--- config.mk ---
export PLATFORM = sky130hd
export DESIGN_NAME = drf_front
export DESIGN_NICKNAME = d
export VERILOG_FILES = /design/src/sv/distinct_row_filter_unit_assert.svh /design/src/sv/drf_pkg.sv /design/src/sv/drf_front.sv
export SDC_FILE = /design/constraint.sdc
export NUM_CORES = 1
export LEC_CHECK = 0
export BUFFER_PORTS_ARGS = -buffer_cell sky130_fd_sc_hd__buf_2
export CORE_AREA = 2 2 208 210
export DETAILED_ROUTE_END_ITERATION = 6
export DIE_AREA = 0 0 210 212
export GPL_ROUTABILITY_DRIVEN = 1
export PLACE_DENSITY = 0.75
export SLEW_MARGIN = 10
export SYNTH_ARGS = -nofsm -noshare
export SYNTH_HDL_FRONTEND = slang
export SYNTH_SLANG_ARGS = --single-unit
--- constraint.sdc ---
create_clock -name clock -period 14.35 [get_ports clock]
set_clock_uncertainty 0.05 [all_clocks]
set_input_delay 0.7175 -clock clock [delete_from_list [all_inputs] [get_ports clock]]
set_output_delay 0.7175 -clock clock [all_outputs]
set_load 0.005 [all_outputs]
--- src/sv/distinct_row_filter_unit_assert.svh ---
//------------------------------------------------------------------------------
// distinct_row_filter_unit assertion macros
// Shared concurrent assertion shorthands, clocked on clock, off during reset.
//------------------------------------------------------------------------------
`ifndef DISTINCT_ROW_FILTER_UNIT_ASSERT_SVH
`define DISTINCT_ROW_FILTER_UNIT_ASSERT_SVH

// condition holds at every edge out of reset
`define DRF_ASSERT_ALWAYS(lbl, cond) \
   lbl: assert property (@(posedge clock) disable iff (reset) (cond)) \
      else $error("distinct_row_filter_unit: check failed");

// same-cycle implication
`define DRF_ASSERT_IMPLY(lbl, pre, post) \
   lbl: assert property (@(posedge clock) disable iff (reset) (pre) |-> (post)) \
      else $error("distinct_row_filter_unit: check failed");

// next-cycle implication
`define DRF_ASSERT_NEXT(lbl, pre, post) \
   lbl: assert property (@(posedge clock) disable iff (reset) (pre) |=> (post)) \
      else $error("distinct_row_filter_unit: check failed");

`endif

--- src/sv/drf_pkg.sv ---
//------------------------------------------------------------------------------
// drf_pkg
// Shared types, sizes and the tuple compare for the distinct row filter.
//------------------------------------------------------------------------------
package drf_pkg;

   localparam int TABLE_DEPTH = 256;
   localparam int KEY_SLOTS   = 4;
   localparam int INPUT_SLOTS = 4;
   localparam int KEY_W       = 64;
   localparam int KC_W        = 3;
   localparam int ADDR_W      = (TABLE_DEPTH > 1) ? $clog2(TABLE_DEPTH) : 1;
   localparam int CNT_W       = $clog2(TABLE_DEPTH + 1);

   localparam logic [KC_W-1:0] KEY_COUNT_RESET = KC_W'(4);

   typedef struct packed {
      logic [KEY_SLOTS-1:0]            nulls;
      logic [KEY_SLOTS-1:0][KEY_W-1:0] vals;
   } tuple_type;

   // one classified item: normalized tuple plus the slot count in force
   typedef struct packed {
      tuple_type       tuple;
      logic [KC_W-1:0] n;
   } work_type;

   // slot-wise match over the first n slots; nulls match nulls only
   function automatic logic tuple_match(tuple_type a, tuple_type b, logic [KC_W-1:0] n);
      logic m;
      m = 1'b1;
      for (int s = 0; s < KEY_SLOTS; s++) begin
         if (KC_W'(s) < n) begin
            if (a.nulls[s] != b.nulls[s]) begin
               m = 1'b0;
            end else if (!a.nulls[s] && (a.vals[s] != b.vals[s])) begin
               m = 1'b0;
            end
         end
      end
      return m;
   endfunction

endpackage

--- src/sv/drf_front.sv ---
//------------------------------------------------------------------------------
// drf_front
// Accepts items, zeroes null slots, clamps the slot count, queues two deep.
//------------------------------------------------------------------------------
module drf_front
   import drf_pkg::*;
(
   input  logic                    clock,
   input  logic                    reset,
   input  logic                    req_push,
   output logic                    req_full,
   input  logic signed [KEY_W-1:0] req_key_a,
   input  logic signed [KEY_W-1:0] req_key_b,
   input  logic signed [KEY_W-1:0] req_key_c,
   input  logic signed [KEY_W-1:0] req_key_d,
   input  logic [INPUT_SLOTS-1:0]  req_null_flags,
   input  logic [KC_W-1:0]         key_count,
   output logic                    q_valid,
   output work_type                q_item,
   input  logic                    q_pop
);

   localparam int QDEPTH = 2;

   work_type             slot_ff [QDEPTH];
   logic [1:0]           cnt_ff, cnt_in;
   logic                 wr_ptr_ff, wr_ptr_in;
   logic                 rd_ptr_ff, rd_ptr_in;
   work_type             item;
   logic [KEY_W-1:0]     in_keys [INPUT_SLOTS];
   logic                 push_ok, pop_ok;

   assign in_keys[0] = req_key_a;
   assign in_keys[1] = req_key_b;
   assign in_keys[2] = req_key_c;
   assign in_keys[3] = req_key_d;

   // normalize: null slot stored as zero, slots past the inputs read zero
   always_comb begin
      item.tuple = '0;
      for (int s = 0; s < KEY_SLOTS; s++) begin
         if (s < INPUT_SLOTS) begin
            item.tuple.nulls[s] = req_null_flags[s % INPUT_SLOTS];
            item.tuple.vals[s]  = req_null_flags[s % INPUT_SLOTS] ? '0
                                                                  : in_keys[s % INPUT_SLOTS];
         end
      end
      item.n = (key_count > KC_W'(KEY_SLOTS)) ? KC_W'(KEY_SLOTS) : key_count;
   end

   assign req_full = (cnt_ff == 2'(QDEPTH));
   assign q_valid  = (cnt_ff != 2'd0);
   assign q_item   = slot_ff[rd_ptr_ff];
   assign push_ok  = req_push && !req_full;
   assign pop_ok   = q_pop && q_valid;

   always_comb begin
      wr_ptr_in = push_ok ? !wr_ptr_ff : wr_ptr_ff;
      rd_ptr_in = pop_ok ? !rd_ptr_ff : rd_ptr_ff;
      cnt_in    = cnt_ff + 2'(push_ok) - 2'(pop_ok);
   end

   always_ff @(posedge clock) begin
      if (reset) begin
         cnt_ff    <= '0;
         wr_ptr_ff <= 1'b0;
         rd_ptr_ff <= 1'b0;
      end else begin
         cnt_ff    <= cnt_in;
         wr_ptr_ff <= wr_ptr_in;
         rd_ptr_ff <= rd_ptr_in;
      end
   end

   always_ff @(posedge clock) begin
      if (push_ok) begin
         slot_ff[wr_ptr_ff] <= item;
      end
   end

endmodule

==> impl_metrics.yaml <==
status:
  status: "complete, no violations"
detailed_routing:
  drt_first_pass_iters: 4
  dr.max_layer_used: "met5"
  drt-wirelength-per-cell_microns: 20.2
  vias: 11560
  drcViolationCount: 0
  ant_nets: 0
  finalWirelength_mm: 45.8
  wl_met2_mm: 23.5
  vias_per_cell: 5.11
  drt-met1-wl_mm: 17.4
  first_iter_violations: 733
  dr_wl_met3_mm: 3.51
cells_and_area:
  drive_above_1_share_pct: 51.3
  final_core_util_pct: 61.0
  fill_cells: 3164
  syn_to_final_growth_pct: 22.2
  fin_nets: 1939
  fin_area_sq_um: 25900
sta:
  period_minus_slack_ns: 3.98
  timing.final.hold_violations: 0
  finalSetupViolCount: 0
  min_period_over_period_pct: 27.7
  tightest_slew_ns: 1.09
  final_max_slew_viol_count: 0
  setup_tns_ns: 0
  rsz0062_at_grt: "no"
  relSlewSlack_pct: 27.5
  max_freq_ghz: 0.251
die:
  initial_utilization_pct: 49.9
  num_rows: 76
  dieArea_sq_um: 44500
  dieHeight_microns: 212
  ios: 532
  core_area_sq_um: 42500
  die_w_microns: 210
global_routing:
  grt_pass1_vias: 11995
  grt_overflow: 0
  grt_max_degree: 143
  grt_pass1_wl_mm: 66.6
  antenna_found_initial: 10
  grt_usage_pct: 19.7
logic_synthesis:
  synth-seq-area-share_pct: 75.0
  synth_seq_cells: 531
  synth_cells: 1132
  ys.flop_type: "edfxtp_1"
  synth.avg_cell_area_sq_um: 18.7
  synth_top_area_share_pct: 74.5
  synth.most_common_cell: "edfxtp_1"
  async_reset_ff_share_pct: 0
  yosysTopAreaCell: "edfxtp_1"
  synth_area_sq_um: 21200
  ys_types: 24
  synth_edf_count: 526
  yosysWarnings: 0
  syn-num-nets: 1401
  ys_top_cells_by_area: "edfxtp_1 (74%), mux2_2 (10%), nor2b_1 (7.6%), mux2_4 (5.0%), dfxtp_1 (0.47%)"
  synthTopCellsByCount: "edfxtp_1 (526), nor2b_1 (259), mux2_2 (193)"
clock_tree:
  root_buffer: "clkbuf_16"
  cts_max_level: 2
  clk_latency_ns: 0.57
  cts_made_buffers: 52
  cts_sinks: 531
  path_clk_slew_ns: 0.06
  cts_resized: 0
  postCtsSetupRepairBufs: 0
  cts_tree: "built"
  clockBufferDepth: 3
  hold_buffers: 0
power:
  pwr_density_cell_nw_per_um2: 172
  ir_worst_vdd_uv: 138
  p_leak_nw: 9.92
setup_path:
  critical_path.top_delay_family: "flip-flops"
  cp_num_buf_inv: 2
  rrSetupSlack_ns: 10.76
  path_max_fanout: 142
  critical-path-max-stage-delay_ns: 1.06
  critPathKind: "reg2out"
  crit_path_start_kind: "flop"
  required_ns: 13.58
  critPathArrivalTime_ns: 3.21
  endpoint_kind: "output port"
  slowest_stage: "dfxtp_4"
  worstPathCellList: "buf_12 -> mux2_2 -> buf_2"
flow_run:
  drv_cap: 0
place:
  hpwl_mm: 29.8
  io_buffer_count: 531
  gp_congestion: 0.774
  place_area_sq_um: 24300
min_path:
  min_path_type: "in2reg"
==> final cells by class <==
cell class / instances / area (sq um) / share of cell area (%)
repair buffers: 542 / 2750 / 10.6
clock inverters: 25 / 185 / 0.715
well taps: 546 / 683 / 2.64
clock buffers: 69 / 1390 / 5.35
diodes: 7 / 17.5 / 0.0676
flip-flops and latches: 531 / 15900 / 61.4
inverters: 4 / 22.5 / 0.0869
multi-input cells: 539 / 4960 / 19.1
==> sequential cells by signal, summed over array words and instances (netlist names), named ones only <==
name / count
cnt_ff: 2
rd_ptr_ff: 1
slot_ff: 526
wr_ptr_ff: 1
==> cell usage in the layout, fill, tap and decap left out <==
master / count
a21oi_1: 1
and2_1: 1
and3_4: 1
buf_12: 1
buf_2: 531
buf_4: 10
bufinv_16: 2
clkbuf_1: 16
clkbuf_16: 53
clkinv_1: 9
clkinv_2: 7
clkinvlp_4: 4
dfxtp_1: 4
dfxtp_4: 1
diode_2: 7
edfxtp_1: 526
ha_1: 2
inv_1: 3
inv_6: 3
inv_8: 1
mux2_2: 193
mux2_4: 70
nand2_1: 1
nand2b_1: 1
nor2_1: 3
nor2b_1: 259
nor3_1: 1
o21a_1: 1
o21ai_0: 1
or2_2: 1
or3_1: 1
xnor2_1: 1
xor2_1: 1
==> path summary, 6_finish.rpt <==
path / start / endpoint / cells past startpoint
max: flop / q_item[130] / 3
min: key_count[2] / slot_ff[1][2] / 1
max reg2reg: cnt_ff[0] / slot_ff[1][239] / 4
min reg2reg: wr_ptr_ff / wr_ptr_ff / 2
==> power breakdown <==
group          internal [mW]  leakage (nW)  switching, mW  total [mW]
sequential              2.00          5.07         0.0877        2.08
clock                  0.715         0.756          0.555        1.27
combinational          0.566          4.09          0.540        1.11
total                   3.28          9.92           1.18        4.46
==> through the flow <==
| stage | worst slack (ns) | cells | power [mW] | hold slack [ns] |
|---|---|---|---|---|
| 5_1_grt | 10.24 | 2263 | 4.64 | 0.289 |
| 3_3_place_gp | 10.42 | 2162 | 3.21 | 0.426 |
| 4_1_cts | 10.36 | 2256 | 4.50 | 0.272 |
| 2_1_floorplan | 6.88 | 1132 | 2.82 | 0.402 |
| 3_5_place_dp | 10.41 | 2162 | 3.23 | 0.440 |
| 6_report | 10.37 | 2263 | 4.46 | 0.319 |
==> worst reg2reg max path: cells and delay by family, from the launching register on <==
family	cells	cell delay, ns
flip-flops	1	0.37
buffers and inverters	2	1.87
AND/OR/NAND/NOR	2	0.86
==> logic make-up (layout without fill, tap and decap cells) <==
family / count (synthesis) / count (layout) / synth area share (%)
AOI/OAI and AO/OA: 3 / 3 / 0.0826
xor gates and xnor gates: 2 / 2 / 0.0826
adders and majority gates: 2 / 2 / 0.118
buffers and inverters: 62 / 640 / 1.66
DFF: 531 / 531 / 75.0
muxes: 263 / 263 / 15.2
other: 0 / 7 / 0
and+or+nand+nor: 269 / 269 / 7.88
==> per-layer routing <==
layer	global-route usage, %	vias up
met2	33.8	417
met1	23.2	5757
met5	0	-
met4	7.29	6
met3	6.47	83
li1	-	5297
No activity file was read; power rests on OpenSTA's default activity.
